--- src/rtl/core/rms_pkg.sv ---
// ----------------------------------------------------------------------------
// rms_pkg
// Shared types and codes for the robot motion supervisor.
// ----------------------------------------------------------------------------
package rms_pkg;

	localparam int unsigned MV_W   = 16;
	localparam int unsigned MODE_W = 4;
	localparam int unsigned IDX_W  = 2;

	// mode codes
	localparam logic [MODE_W-1:0] M_INIT     = 4'd0;
	localparam logic [MODE_W-1:0] M_CALIB    = 4'd1;
	localparam logic [MODE_W-1:0] M_IDLE     = 4'd2;
	localparam logic [MODE_W-1:0] M_NORMAL   = 4'd3;
	localparam logic [MODE_W-1:0] M_OFFGND   = 4'd4;
	localparam logic [MODE_W-1:0] M_TEST     = 4'd5;
	localparam logic [MODE_W-1:0] M_LOWBAT   = 4'd6;
	localparam logic [MODE_W-1:0] M_FALLEN   = 4'd7;
	localparam logic [MODE_W-1:0] M_ESTOP    = 4'd8;
	localparam logic [MODE_W-1:0] M_FAULT    = 4'd9;
	localparam logic [MODE_W-1:0] M_SHUTDOWN = 4'd10;

	// register indexes
	localparam logic [IDX_W-1:0] REG_EMPTY  = 2'd0;
	localparam logic [IDX_W-1:0] REG_WARN   = 2'd1;
	localparam logic [IDX_W-1:0] REG_MARGIN = 2'd2;

	// register reset values
	localparam logic [MV_W-1:0] EMPTY_RST  = 16'd0;
	localparam logic [MV_W-1:0] WARN_RST   = 16'd0;
	localparam logic [MV_W-1:0] MARGIN_RST = 16'd300;

	typedef struct packed {
		logic            estop;
		logic            driver_fault;
		logic [MV_W-1:0] battery_mv;
		logic            has_fallen;
		logic            fall_recover_ready;
		logic            wheels_off_ground;
		logic            run_request;
		logic            test_request;
		logic            calibration_done;
	} tick_t;

	typedef struct packed {
		logic [MODE_W-1:0] mode;
		logic              ctrl_enable;
		logic              low_battery_warning;
	} status_t;

	typedef struct packed {
		logic [MV_W-1:0] empty_threshold_mv;
		logic [MV_W-1:0] warn_threshold_mv;
		logic [MV_W-1:0] release_margin_mv;
	} cfg_t;

endpackage

--- src/rtl/core/rms_in_if.sv ---
// ----------------------------------------------------------------------------
// rms_in_if
// Tick channel: valid/ready with the evaluation flags and battery voltage.
// ----------------------------------------------------------------------------
interface rms_in_if;
	logic                    valid;
	logic                    ready;
	logic                    estop;
	logic                    driver_fault;
	logic [rms_pkg::MV_W-1:0] battery_mv;
	logic                    has_fallen;
	logic                    fall_recover_ready;
	logic                    wheels_off_ground;
	logic                    run_request;
	logic                    test_request;
	logic                    calibration_done;

	modport source (
		output valid, estop, driver_fault, battery_mv, has_fallen, fall_recover_ready,
		       wheels_off_ground, run_request, test_request, calibration_done,
		input  ready
	);
	modport sink (
		input  valid, estop, driver_fault, battery_mv, has_fallen, fall_recover_ready,
		       wheels_off_ground, run_request, test_request, calibration_done,
		output ready
	);
endinterface

--- src/rtl/core/rms_out_if.sv ---
// ----------------------------------------------------------------------------
// rms_out_if
// Status channel: valid/ready with the new mode and its flags.
// ----------------------------------------------------------------------------
interface rms_out_if;
	logic                      valid;
	logic                      ready;
	logic [rms_pkg::MODE_W-1:0] mode;
	logic                      ctrl_enable;
	logic                      low_battery_warning;

	modport source (
		output valid, mode, ctrl_enable, low_battery_warning,
		input  ready
	);
	modport sink (
		input  valid, mode, ctrl_enable, low_battery_warning,
		output ready
	);
endinterface

--- src/rtl/core/rms_cfg.sv ---
// ----------------------------------------------------------------------------
// rms_cfg
// Threshold registers behind the plain write port.
// ----------------------------------------------------------------------------
module rms_cfg (
	input  logic                        clk,
	input  logic                        arst_n,
	input  logic                        wr_en,
	input  logic [rms_pkg::IDX_W-1:0]   wr_index,
	input  logic [rms_pkg::MV_W-1:0]    wr_data,
	output rms_pkg::cfg_t               cfg
);

	rms_pkg::cfg_t cfg_q;

	always_ff @(posedge clk or negedge arst_n) begin
		if (!arst_n) begin
			cfg_q.empty_threshold_mv <= rms_pkg::EMPTY_RST;
			cfg_q.warn_threshold_mv  <= rms_pkg::WARN_RST;
			cfg_q.release_margin_mv  <= rms_pkg::MARGIN_RST;
		end else if (wr_en) begin
			unique case (wr_index)
				rms_pkg::REG_EMPTY:  cfg_q.empty_threshold_mv <= wr_data;
				rms_pkg::REG_WARN:   cfg_q.warn_threshold_mv  <= wr_data;
				rms_pkg::REG_MARGIN: cfg_q.release_margin_mv  <= wr_data;
				default: ; // unused index, write dropped
			endcase
		end
	end

	assign cfg = cfg_q;

endmodule

--- src/rtl/core/rms_decide.sv ---
// ----------------------------------------------------------------------------
// rms_decide
// Priority mode decision for one tick against the stored mode.
// ----------------------------------------------------------------------------
module rms_decide (
	input  rms_pkg::tick_t                tick,
	input  logic [rms_pkg::MODE_W-1:0]    cur_mode,
	input  rms_pkg::cfg_t                 cfg,
	output rms_pkg::status_t              res
);

	logic                      at_empty;
	logic                      at_warn;
	logic [rms_pkg::MV_W:0]    release_lvl;
	logic                      below_release;

	assign at_empty      = tick.battery_mv <= cfg.empty_threshold_mv;
	assign at_warn       = tick.battery_mv <= cfg.warn_threshold_mv;
	// 17-bit sum, never wraps
	assign release_lvl   = {1'b0, cfg.warn_threshold_mv} + {1'b0, cfg.release_margin_mv};
	assign below_release = {1'b0, tick.battery_mv} < release_lvl;

	always_comb begin
		res = '{mode: rms_pkg::M_FAULT, ctrl_enable: 1'b0, low_battery_warning: 1'b0};
		if (tick.estop) begin
			res.mode = rms_pkg::M_ESTOP;
		end else if (cur_mode == rms_pkg::M_ESTOP) begin
			res.mode = rms_pkg::M_IDLE;
		end else if (tick.driver_fault) begin
			res.mode = rms_pkg::M_FAULT;
		end else if (cur_mode == rms_pkg::M_FAULT) begin
			res.mode = rms_pkg::M_CALIB;
		end else if (at_empty) begin
			res.mode = rms_pkg::M_SHUTDOWN;
		end else if (tick.has_fallen) begin
			res.mode = rms_pkg::M_FALLEN;
		end else if (cur_mode == rms_pkg::M_FALLEN && tick.fall_recover_ready) begin
			res.mode = rms_pkg::M_CALIB;
		end else if (tick.wheels_off_ground) begin
			res.mode = rms_pkg::M_OFFGND;
		end else if (cur_mode == rms_pkg::M_OFFGND) begin
			res.mode        = tick.run_request ? rms_pkg::M_NORMAL : rms_pkg::M_IDLE;
			res.ctrl_enable = tick.run_request;
		end else if (at_warn || (cur_mode == rms_pkg::M_LOWBAT && below_release)) begin
			res.mode                = rms_pkg::M_LOWBAT;
			res.ctrl_enable         = 1'b1;
			res.low_battery_warning = 1'b1;
		end else begin
			unique case (cur_mode) inside
				rms_pkg::M_INIT: begin
					res.mode        = rms_pkg::M_CALIB;
					res.ctrl_enable = 1'b1;
				end
				rms_pkg::M_CALIB: begin
					res.mode        = tick.calibration_done ? rms_pkg::M_IDLE
					                                        : rms_pkg::M_CALIB;
					res.ctrl_enable = !tick.calibration_done;
				end
				rms_pkg::M_IDLE: begin
					if (tick.test_request) begin
						res.mode        = rms_pkg::M_TEST;
						res.ctrl_enable = 1'b1;
					end else if (tick.run_request) begin
						res.mode        = rms_pkg::M_NORMAL;
						res.ctrl_enable = 1'b1;
					end else begin
						res.mode = rms_pkg::M_IDLE;
					end
				end
				rms_pkg::M_NORMAL: begin
					if (tick.test_request) begin
						res.mode        = rms_pkg::M_TEST;
						res.ctrl_enable = 1'b1;
					end else if (!tick.run_request) begin
						res.mode = rms_pkg::M_IDLE;
					end else begin
						res.mode        = rms_pkg::M_NORMAL;
						res.ctrl_enable = 1'b1;
					end
				end
				rms_pkg::M_TEST: begin
					res.mode        = tick.test_request ? rms_pkg::M_TEST : rms_pkg::M_IDLE;
					res.ctrl_enable = tick.test_request;
				end
				rms_pkg::M_OFFGND, rms_pkg::M_FALLEN, rms_pkg::M_ESTOP,
				rms_pkg::M_FAULT, rms_pkg::M_SHUTDOWN: begin
					res.mode = cur_mode;
				end
				rms_pkg::M_LOWBAT: begin
					// held once released; only higher-priority events leave
					res.mode                = rms_pkg::M_LOWBAT;
					res.ctrl_enable         = 1'b1;
					res.low_battery_warning = 1'b1;
				end
				default: begin
					res.mode = rms_pkg::M_FAULT;
				end
			endcase
		end
	end

endmodule

--- src/rtl/core/robot_motion_supervisor_fsm.sv ---
// ----------------------------------------------------------------------------
// robot_motion_supervisor_fsm
// Supervisory mode machine for a balancing robot: one status beat per tick.
// ----------------------------------------------------------------------------
//  channel   dir   handshake      payload
//  tick      in    valid/ready    estop, driver_fault, battery_mv, has_fallen,
//                                 fall_recover_ready, wheels_off_ground,
//                                 run_request, test_request, calibration_done
//  status    out   valid/ready    mode, ctrl_enable, low_battery_warning
//  wr_*      in    wr_en only     wr_index, wr_data (threshold registers)
//
//  A tick beat goes into the tick register, then its decision into the
//  status register. One beat per cycle each way unless status stalls;
//  the stored mode updates as a decided beat enters the status register.
//  arst_n clears valids, sets Init and the reset thresholds (0, 0, 300 mV).
//  A status stall holds both stages; tick is ready while the tick register
//  is empty or moving forward.
// ----------------------------------------------------------------------------
module robot_motion_supervisor_fsm (
	input  logic                        clk,
	input  logic                        arst_n,
	rms_in_if.sink                      tick,
	rms_out_if.source                   status,
	input  logic                        wr_en,
	input  logic [rms_pkg::IDX_W-1:0]   wr_index,
	input  logic [rms_pkg::MV_W-1:0]    wr_data
);

	rms_pkg::cfg_t                cfg;
	rms_pkg::tick_t               tick_s1;
	logic                         valid_s1;
	rms_pkg::status_t             res;
	rms_pkg::status_t             status_q;
	logic                         status_valid_q;
	logic [rms_pkg::MODE_W-1:0]   mode_q;
	logic                         advance;
	logic                         tick_take;

	rms_cfg u_cfg (
		.clk      (clk),
		.arst_n   (arst_n),
		.wr_en    (wr_en),
		.wr_index (wr_index),
		.wr_data  (wr_data),
		.cfg      (cfg)
	);

	// stage 1 moves into the status register when it is empty or drained
	assign advance   = valid_s1 && (!status_valid_q || status.ready);
	assign tick.ready = !valid_s1 || advance;
	assign tick_take = tick.valid && tick.ready;

	always_ff @(posedge clk or negedge arst_n) begin
		if (!arst_n) begin
			valid_s1 <= 1'b0;
		end else if (tick.ready) begin
			valid_s1 <= tick.valid;
		end
	end

	// payload: no reset needed
	always_ff @(posedge clk) begin
		if (tick_take) begin
			tick_s1.estop              <= tick.estop;
			tick_s1.driver_fault       <= tick.driver_fault;
			tick_s1.battery_mv         <= tick.battery_mv;
			tick_s1.has_fallen         <= tick.has_fallen;
			tick_s1.fall_recover_ready <= tick.fall_recover_ready;
			tick_s1.wheels_off_ground  <= tick.wheels_off_ground;
			tick_s1.run_request        <= tick.run_request;
			tick_s1.test_request       <= tick.test_request;
			tick_s1.calibration_done   <= tick.calibration_done;
		end
	end

	rms_decide u_decide (
		.tick     (tick_s1),
		.cur_mode (mode_q),
		.cfg      (cfg),
		.res      (res)
	);

	// stored mode and status valid
	always_ff @(posedge clk or negedge arst_n) begin
		if (!arst_n) begin
			mode_q         <= rms_pkg::M_INIT;
			status_valid_q <= 1'b0;
		end else begin
			if (advance) begin
				mode_q <= res.mode;
			end
			if (advance) begin
				status_valid_q <= 1'b1;
			end else if (status.ready) begin
				status_valid_q <= 1'b0;
			end
		end
	end

	always_ff @(posedge clk) begin
		if (advance) begin
			status_q <= res;
		end
	end

	assign status.valid               = status_valid_q;
	assign status.mode                = status_q.mode;
	assign status.ctrl_enable         = status_q.ctrl_enable;
	assign status.low_battery_warning = status_q.low_battery_warning;

	// ------------------------------------------------------------------
	// checks
	// ------------------------------------------------------------------

	// the beat on offer always matches the stored mode
	a_mode_track: assert property (@(posedge clk) disable iff (!arst_n)
		status_valid_q |-> status_q.mode == mode_q)
		else $error("status mode differs from stored mode");

	// emergency stop wins over everything
	a_estop_wins: assert property (@(posedge clk) disable iff (!arst_n)
		advance && tick_s1.estop |=> status_valid_q && status_q.mode == rms_pkg::M_ESTOP)
		else $error("estop tick did not yield EStop");

	// warning only ever comes with LowBat and control allowed
	a_warn_lowbat: assert property (@(posedge clk) disable iff (!arst_n)
		status_valid_q && status_q.low_battery_warning |->
			status_q.mode == rms_pkg::M_LOWBAT && status_q.ctrl_enable)
		else $error("low battery warning outside LowBat");

	// stored mode only moves when a beat is decided
	a_mode_hold: assert property (@(posedge clk) disable iff (!arst_n)
		!advance |=> $stable(mode_q))
		else $error("stored mode changed without a decided beat");

endmodule

--- src/flat_wrapper.sv ---
// flat-port wrapper written by rule: the top's interface ports become plain ports
module robot_motion_supervisor_fsm_flat 
  (clk, arst_n, wr_en, wr_index, wr_data, tick_valid, tick_estop, tick_driver_fault, tick_battery_mv, tick_has_fallen, tick_fall_recover_ready, tick_wheels_off_ground, tick_run_request, tick_test_request, tick_calibration_done, tick_ready, status_valid, status_mode, status_ctrl_enable, status_low_battery_warning, status_ready);
  rms_in_if tick_i ();
  rms_out_if status_i ();
  input  logic clk;
  input  logic arst_n;
  input  logic wr_en;
  input  logic [rms_pkg::IDX_W-1:0] wr_index;
  input  logic [rms_pkg::MV_W-1:0] wr_data;
  input wire logic [$bits(tick_i.valid)-1:0] tick_valid;
  input wire logic [$bits(tick_i.estop)-1:0] tick_estop;
  input wire logic [$bits(tick_i.driver_fault)-1:0] tick_driver_fault;
  input wire logic [$bits(tick_i.battery_mv)-1:0] tick_battery_mv;
  input wire logic [$bits(tick_i.has_fallen)-1:0] tick_has_fallen;
  input wire logic [$bits(tick_i.fall_recover_ready)-1:0] tick_fall_recover_ready;
  input wire logic [$bits(tick_i.wheels_off_ground)-1:0] tick_wheels_off_ground;
  input wire logic [$bits(tick_i.run_request)-1:0] tick_run_request;
  input wire logic [$bits(tick_i.test_request)-1:0] tick_test_request;
  input wire logic [$bits(tick_i.calibration_done)-1:0] tick_calibration_done;
  output wire logic [$bits(tick_i.ready)-1:0] tick_ready;
  output wire logic [$bits(status_i.valid)-1:0] status_valid;
  output wire logic [$bits(status_i.mode)-1:0] status_mode;
  output wire logic [$bits(status_i.ctrl_enable)-1:0] status_ctrl_enable;
  output wire logic [$bits(status_i.low_battery_warning)-1:0] status_low_battery_warning;
  input wire logic [$bits(status_i.ready)-1:0] status_ready;
  assign tick_i.valid = tick_valid;
  assign tick_i.estop = tick_estop;
  assign tick_i.driver_fault = tick_driver_fault;
  assign tick_i.battery_mv = tick_battery_mv;
  assign tick_i.has_fallen = tick_has_fallen;
  assign tick_i.fall_recover_ready = tick_fall_recover_ready;
  assign tick_i.wheels_off_ground = tick_wheels_off_ground;
  assign tick_i.run_request = tick_run_request;
  assign tick_i.test_request = tick_test_request;
  assign tick_i.calibration_done = tick_calibration_done;
  assign tick_ready = tick_i.ready;
  assign status_valid = status_i.valid;
  assign status_mode = status_i.mode;
  assign status_ctrl_enable = status_i.ctrl_enable;
  assign status_low_battery_warning = status_i.low_battery_warning;
  assign status_i.ready = status_ready;
  robot_motion_supervisor_fsm u_core (.clk(clk), .arst_n(arst_n), .tick(tick_i), .status(status_i), .wr_en(wr_en), .wr_index(wr_index), .wr_data(wr_data));
endmodule
--- config.mk ---
export PLATFORM = sky130hd
export DESIGN_NAME = robot_motion_supervisor_fsm_flat
export DESIGN_NICKNAME = d
export VERILOG_FILES = /design/src/rtl/core/rms_pkg.sv /design/src/rtl/core/rms_in_if.sv /design/src/rtl/core/rms_out_if.sv /design/src/rtl/core/rms_cfg.sv /design/src/rtl/core/rms_decide.sv /design/src/rtl/core/robot_motion_supervisor_fsm.sv /design/src/flat_wrapper.sv
export SDC_FILE = /design/constraint.sdc
export NUM_CORES = 1
export LEC_CHECK = 0
export ABC_AREA = 1
export BUFFER_PORTS_ARGS = -buffer_cell sky130_fd_sc_hd__buf_2
export CAP_MARGIN = 20
export CELL_PAD_IN_SITES_DETAIL_PLACEMENT = 0
export CELL_PAD_IN_SITES_GLOBAL_PLACEMENT = 1
export CORE_UTILIZATION = 35
export CTS_BUF_LIST = sky130_fd_sc_hd__clkbuf_16
export CTS_CLUSTER_SIZE = 8
export DETAILED_ROUTE_END_ITERATION = 10
export PLACE_DENSITY_LB_ADDON = 0.1
export REMOVE_ABC_BUFFERS = 1
export SKIP_CTS_REPAIR_TIMING = 1
export SLEW_MARGIN = 10
export SYNTH_ARGS = -nofsm -noshare
export SYNTH_HDL_FRONTEND = slang
export SYNTH_SLANG_ARGS = --single-unit
--- constraint.sdc ---
create_clock -name clk -period 3.1 [get_ports clk]
set_input_delay 0.775 -clock clk [delete_from_list [all_inputs] [get_ports clk]]
set_output_delay 0.775 -clock clk [all_outputs]
set_load 0.005 [all_outputs]
-- After elaboration in Yosys (flattened, before gate mapping)
Cells that the tools add are included.
- add/sub/neg operators: 1
- mux-type cells: 29
- eq/ne operators: 12
- magnitude comparators: 3
- reductions and logical operators: 21
- operators by type and width (cell ; number):
    $mux 5 ; 11
    $le 16x16->1 ; 2
    $mux 4 ; 8
    $pmux 4 s6 ; 1
    $add 16x16->17 ; 1
    $lt 16x17->1 ; 1
    $eq 4x3->1 const B ; 4
    $eq 4x4->1 const B ; 3
    $reduce_or 9->1 ; 1
    $eq 4x2->1 const B ; 2
    $reduce_or 8->1 ; 1
    $mux 6 ; 1
    $reduce_and 2->1 ; 3
    $mux 1 ; 5
    $reduce_or 5->1 ; 1
    $eq 4x1->1 const B ; 1
    $logic_and 1x1->1 ; 4
    $logic_not 4->1 ; 1
    $pmux 1 s4 ; 1
    $reduce_or 2->1 ; 2
    $logic_not 1->1 ; 3
    $logic_or 1x1->1 ; 3
    $mux 3 ; 1
    $eq 2x1->1 const B ; 1
    other kinds (4) ; 4
- output and inout port bits: 8
- register bits after elaboration: 84

-- Depth between registers and ports, before layout
Gate-level depths: netlist (run 1).
- word-level depth: 22
- depth in mapped cells: 26
- depth with buffers taken out: 26

-- By module
A second synthesis (run 1) with hierarchy kept.
- cells, all modules: 636
- area, all modules: 5482.8 um^2
- by module, submodules not included (module ; area an instance (um^2) ; instances ; sequential area each (um^2) ; cells an instance):
    rms_decide ; 2294.7 ; 1 ; 0.0 ; 365
    rms_cfg ; 2049.5 ; 1 ; 1206.2 ; 214
    robot_motion_supervisor_fsm ; 1138.6 ; 1 ; 1051.0 ; 57

-- Least setup slack after synthesis (run 1)
No wires, ideal clock.
- path kind: register -> register
- from: reg u_core.u_cfg.cfg_q, in the netlist u_core.u_cfg.cfg[16]
- to: reg u_core.status_q, in the netlist u_core.status.mode[0] (data pin)
- period minus slack after synthesis: 3087 ps
- path buffers: 0
- data required time: 2843 ps
- library setup time: 257 ps
- path slack: 13 ps
- data arrival time: 2830 ps
- cell stages (with the launch flop): 26
- path through: dfrtp_1 -> ha_1 -> fa_1 -> a21oi_2 -> o21bai_2 -> nand2_2 -> nand2_2 -> a31oi_1 -> xor2_1 -> ha_1 -> a21oi_1 -> nor3_1 -> nor3_1 -> nand2_1 -> nand2_1 -> nand2_1 -> nand2_1 -> nand2_2 -> nand3_1 -> nand2_1 -> nand2_1 -> nand2_1 -> nand2_1 -> nand2_1 -> nand2_1 -> nor2_1
- RTL lines (item ; line ; text):
    start, declared ; rms_cfg.sv:14 ; rms_pkg::cfg_t cfg_q;
    end signal, assigned ; robot_motion_supervisor_fsm.sv:102 ; status_q <= res;
    end, declared ; robot_motion_supervisor_fsm.sv:33 ; rms_pkg::status_t status_q;

==> reports/metrics.csv, run 1 <==
metric,value,unit
cts_buffers,9,
place_hpwl,9360,µm
p_per_area,643,nW/µm²
numClockSinks,84,
synth_seq_area_share,0.439,
grtUsageTotal,0.176,
cts.clk_slew.worst_paths,70,ps
drc,0,
cts_tree,built,
die_h,123,µm
cts_root_buf,clkbuf_16,
synth_area_leaders,"dfrtp_1 24%, edfxtp_1 18%, ha_1 15%, nand2_1 10%, inv_1 6.3%",
crit_required,3200,ps
io_buffers,54,
dpl-instance-area,5860,µm²
setup_slack,-99.4,ps
via_count,4091,
synth_top_area_frac,0.243,
dieWidth,123,µm
dp.cells,853,
power_leakage,3.15,nW
synth.distinct_cells,39,
slew_headroom,0.641,
startpoint_type,register,
timing.final.crit_share,1.03,
rsz0062_at_grt,true,
slew_viol_final,0,
whs,351,ps
grt_max_degree,33,
fmax,0.313,GHz
layout_common_cells,"137 x nand2_1, 86 x inv_1, 61 x ha_1, 54 x buf_2, 53 x o21ai_0",
wl_per_cell,13.7,µm
overflow,0,
ant_nets,0,
nNetsFinal,798,
violations,negative setup slack,
stdcell_count,872,
netlist_instances,594,
h-tree-depth,3,
yosys_warnings,0,
core_area,14100,µm²
path_max_fanout,4,
status,"finished, violations left",
setup_violations,9,
worst_pin_slew,533,ps
critical_path.endpoint_type,register,
synth-seq-cells,84,
diodes,0,
ff2ff_setup_slack,-100,ps
drive_above_1_share,0.223,
grt_pass1_vias,4064,
worst_ir_drop_vdd,281,µV
rows,43,
grt_pass1_wl,20000,µm
mostFrequentLayoutCell,nand2_1,
avgSynthCellArea,8.65,µm²
synth_top_cell_by_area,dfrtp_1,
fp.dieArea,15200,µm²
area_delta_synth_final,21.5,%
arrival,3300,ps
first_pass_iters,4,
globalplace.congestion,0.812,
boundaryPins,55,
final_cell_area,6240,µm²
pre_cts_ws,-229,ps
finClkSkew,7.74,ps
cap_violations,0,
min_path_type,in2async,
grt_antenna_before_repair,0,
synth_area,5140,µm²
routed_via_density,4.69,
clock_path_buffers,2,
start_util,0.365,
total_power,4.02,mW
hold_viol_final,0,
timing.setup.critical_path_class,reg2reg,
fin_crit,3200,ps
wl,11900,µm
drt_iter0_markers,209,
worstSkewPairLatency,350,ps
## kinds of logic after synthesis
group / Yosys count / share of synthesized area
AND/OR/NAND/NOR: 213 / 0.174
AO/OA/AOI/OAI: 118 / 0.131
buffers and inverters: 101 / 0.0738
flip-flops: 84 / 0.439
adder cells (fa/ha/maj): 64 / 0.157
XOR/XNOR: 14 / 0.0239
## state kept, by name (all words and copies together), names as in the netlist
name,flops
u_core.u_cfg.cfg,48
u_core.tick_s1,24
u_core.mode_q,4
u_core.status.mode,4
u_core.status.ctrl_enable,1
u_core.status.low_battery_warning,1
u_core.status.valid,1
u_core.valid_s1,1
## through the flow
step	util	setup TNS, ps
after CTS	0.435	-1980
after floorplan	-	0
after global placement	0.415	-1170
after detailed placement	0.415	-1880
final	0.443	-440
after global routing	0.443	-3380
## metal layers
layer	wire length, µm	global-route usage	vias to the layer above
li1	-	-	2151
met1	6030	0.237	1883
met2	5390	0.277	45
met3	296	0.0323	12
met4	204	0.0738	0
met5	0	0	-
## worst paths after layout
| kind | from | to | depth (start not counted) |
|---|---|---|---|
| setup / recovery | u_core.u_cfg.cfg[16] | u_core.status.mode[0] | 25 |
| hold / removal | arst_n | u_core.u_cfg.cfg[32] | 1 |
| setup reg to reg | u_core.u_cfg.cfg[16] | u_core.status.mode[0] | 25 |
| hold reg to reg | u_core.u_cfg.cfg[38] | u_core.u_cfg.cfg[38] | 2 |
| max in group asynchronous | arst_n | u_core.u_cfg.cfg[8] | 2 |
| min in group clk | u_core.u_cfg.cfg[38] | u_core.u_cfg.cfg[38] | 2 |
## worst max-delay path, stage by stage, from the launching register on
cell and delay, ps:
dfrtp_1 390, ha_2 190, fa_2 350, a21oi_2 150, o21bai_2 80, nand2_2 80
nand2_4 70, a31oi_4 130, xor2_1 170, ha_1 270, a21oi_2 150, nor3_2 40
nor3_1 130, nand2_1 80, nand2_1 60, nand2_1 50, nand2_1 70, nand2_2 60
nand3_2 50, nand2_1 50, nand2_1 50, nand2_1 40, nand2_1 70, nand2_2 60
nand2_1 60, nor2_1 40
## layout make-up
type / instances / area (µm²)
clock buffer: 9 / 225
clock inverter: 7 / 51.3
fill: 1447 / 7850
inverter: 92 / 345
multi-input combinational: 409 / 2590
sequential: 84 / 2260
tap: 180 / 225
timing repair buffer: 91 / 548
## cell usage after synthesis
cell type	number
a21boi_1	1
a21boi_2	1
a21o_1	3
a21oi_1	32
a21oi_2	5
a21oi_4	1
a31oi_1	3
and2_4	1
clkbuf_1	9
dfrtp_1	50
dfstp_2	4
edfxtp_1	30
fa_1	1
ha_1	63
inv_1	86
inv_2	6
nand2_1	139
nand2_2	7
nand3_1	18
nand3b_1	1
nand4_1	6
nor2_1	28
nor2_2	3
nor3_1	5
nor3_2	1
nor4_1	3
nor4b_1	1
o2111ai_1	1
o211ai_1	1
o21a_1	1
o21ai_0	54
o21ai_1	7
o21ai_2	2
o21bai_1	3
o21bai_2	1
o221ai_1	1
o22ai_1	1
xnor2_1	5
xor2_1	9
## where the power goes
part | switching [mW] | internal, mW
Combinational | 0.863 | 0.670
Clock | 0.474 | 0.547
Sequential | 0.130 | 1.33
Total | 1.47 | 2.55
Power figures use the tool's default switching activity.
==> run 2: changes to the inputs <==
--- a/config.mk
+++ b/config.mk
@@ -11,7 +11,7 @@
 export CELL_PAD_IN_SITES_DETAIL_PLACEMENT = 0
 export CELL_PAD_IN_SITES_GLOBAL_PLACEMENT = 1
 export CORE_UTILIZATION = 35
-export CTS_BUF_LIST = sky130_fd_sc_hd__clkbuf_16
+export CTS_BUF_LIST = sky130_fd_sc_hd__clkbuf_4 sky130_fd_sc_hd__clkbuf_8
 export CTS_CLUSTER_SIZE = 8
 export DETAILED_ROUTE_END_ITERATION = 10
 export PLACE_DENSITY_LB_ADDON = 0.1
==> run 2 against run 1 <==
Against the previous run:
- the flow still finishes with violations (negative setup slack)
- maximum frequency is 0.60% higher
- clock skew rose by 1.4 ps
- sequential power hardly changed
- hold slack lost 33 ps
- worst setup slack improved by 19 ps
==> reports/metrics.csv, run 2 (synthesized netlist as in run 1, its figures left out) <==
metric,value,unit
status,"finished, violations left",
violations,negative setup slack,
timing.setup.critical_path_class,reg2reg,
crit_path_top_delay_cell,dfrtp_1,
grt_pass1_vias,4058,
slew_viol_final,0,
regArea,2260,µm²
total_power,3.72,mW
setup_violations,8,
slew_headroom,0.647,
boundaryPins,55,
reg2reg_depth,25,
drc,0,
rsz0062_at_grt,true,
core_area,14100,µm²
cap_violations,0,
numClockSinks,84,
power_leakage,3.10,nW
place_hpwl,9360,µm
grt_max_degree,33,
critPathBufInv,0,
routed_via_density,4.69,
hold_viol_final,0,
overflow,0,
cts_root_buf,clkbuf_8,
ant_nets,0,
nNetsFinal,798,
grt_antenna_before_repair,0,
critical_path.endpoint_type,register,
first_pass_iters,4,
setup_tns,-394,ps
via_count,4087,
grt_pass1_wl,19900,µm
crit_path_frequent_cell,nand2_1,
fillCellCount,1461,
fmax,0.314,GHz
worst_pin_slew,525,ps
rows,43,
dieWidth,123,µm
timing.final.crit_share,1.03,
critical-path-max-stage-delay,400,ps
grtUsageTotal,0.175,
drive_above_1_share,0.221,
r2r_end,u_core.status.mode[0],
dp.cells,853,
cts.clk_slew.worst_paths,90,ps
r2r_start,u_core.u_cfg.cfg[16],
stdcell_count,872,
min_path_type,in2async,
p_per_area,607,nW/µm²
worst_ir_drop_vdd,258,µV
startpoint_type,register,
clock_path_buffers,2,
path_max_fanout,4,
cts_buffers,9,
wl,11900,µm
ff2ff_setup_slack,-80,ps
h-tree-depth,3,
layout_common_cells,"137 x nand2_1, 86 x inv_1, 61 x ha_1, 54 x buf_2, 53 x o21ai_0",
multi_input_area,2590,µm²
cts_tree,built,
die_h,123,µm
start_util,0.365,
largest_register_ffs,48,
globalplace.congestion,0.812,
drt_iter0_markers,213,
worstSkewPairLatency,380,ps
mostFrequentLayoutCell,nand2_1,
finClkSkew,9.15,ps
fp.dieArea,15200,µm²
final_core_util,0.435,
arrival,3310,ps
setup_slack,-80.4,ps
diodes,0,
pre_cts_ws,-229,ps
crit_required,3230,ps
fin_crit,3180,ps
wl_per_cell,13.6,µm
crit_family,simple AND/OR/NAND/NOR gates,
io_buffers,54,
area_delta_synth_final,19.4,%
[run 2: cell count changes in the layout (fill, tap and decap cells not counted)]
cell and delta:
nand3_1 +1, clkbuf_8 +9, nand3_2 -1, clkbuf_16 -9
[run 2: through the flow]
stage / area [µm²] / hold WS [ps]
2_1_floorplan: 5100 / 453
3_3_place_gp: 5860 / 468
3_5_place_dp: 5860 / 477
4_1_cts: 6030 / 304
5_1_grt: 6140 / 333
6_report: 6140 / 317
[run 2: power by group]
part           switching (mW)  internal (mW)  leakage, nW
Sequential              0.129           1.33        0.956
Clock                   0.437          0.295       0.0860
Combinational           0.859          0.671         2.06
[run 2: worst max path at each step]
stage          depth (start not counted)                     to                  from
6_report                              25  u_core.status.mode[0]  u_core.u_cfg.cfg[16]
5_1_grt                               22  u_core.status.mode[1]   u_core.u_cfg.cfg[0]
4_1_cts                               25  u_core.status.mode[0]  u_core.u_cfg.cfg[16]
3_5_place_dp                          25  u_core.status.mode[0]   u_core.u_cfg.cfg[0]
3_3_place_gp                          23  u_core.status.mode[1]   u_core.u_cfg.cfg[0]
2_1_floorplan                         25  u_core.status.mode[0]  u_core.u_cfg.cfg[16]
[run 2: routing by layer]
metal | vias up | wire [µm] | part of all wire | global-route usage
met1 | 1871 | 5960 | 0.50 | 0.235
met2 | 57 | 5370 | 0.45 | 0.278
met4 | 0 | 244 | 0.021 | 0.0761
met3 | 14 | 314 | 0.026 | 0.0281
met5 | - | 0 | 0 | 0
li1 | 2145 | - | - | -
[run 2: final cells by class]
type	count	area share
multi-input combinational	409	0.421
timing repair buffer	91	0.0893
clock inverter	7	0.00836
clock buffer	9	0.0202
sequential	84	0.368
inverter	92	0.0563
tap	180	0.0367
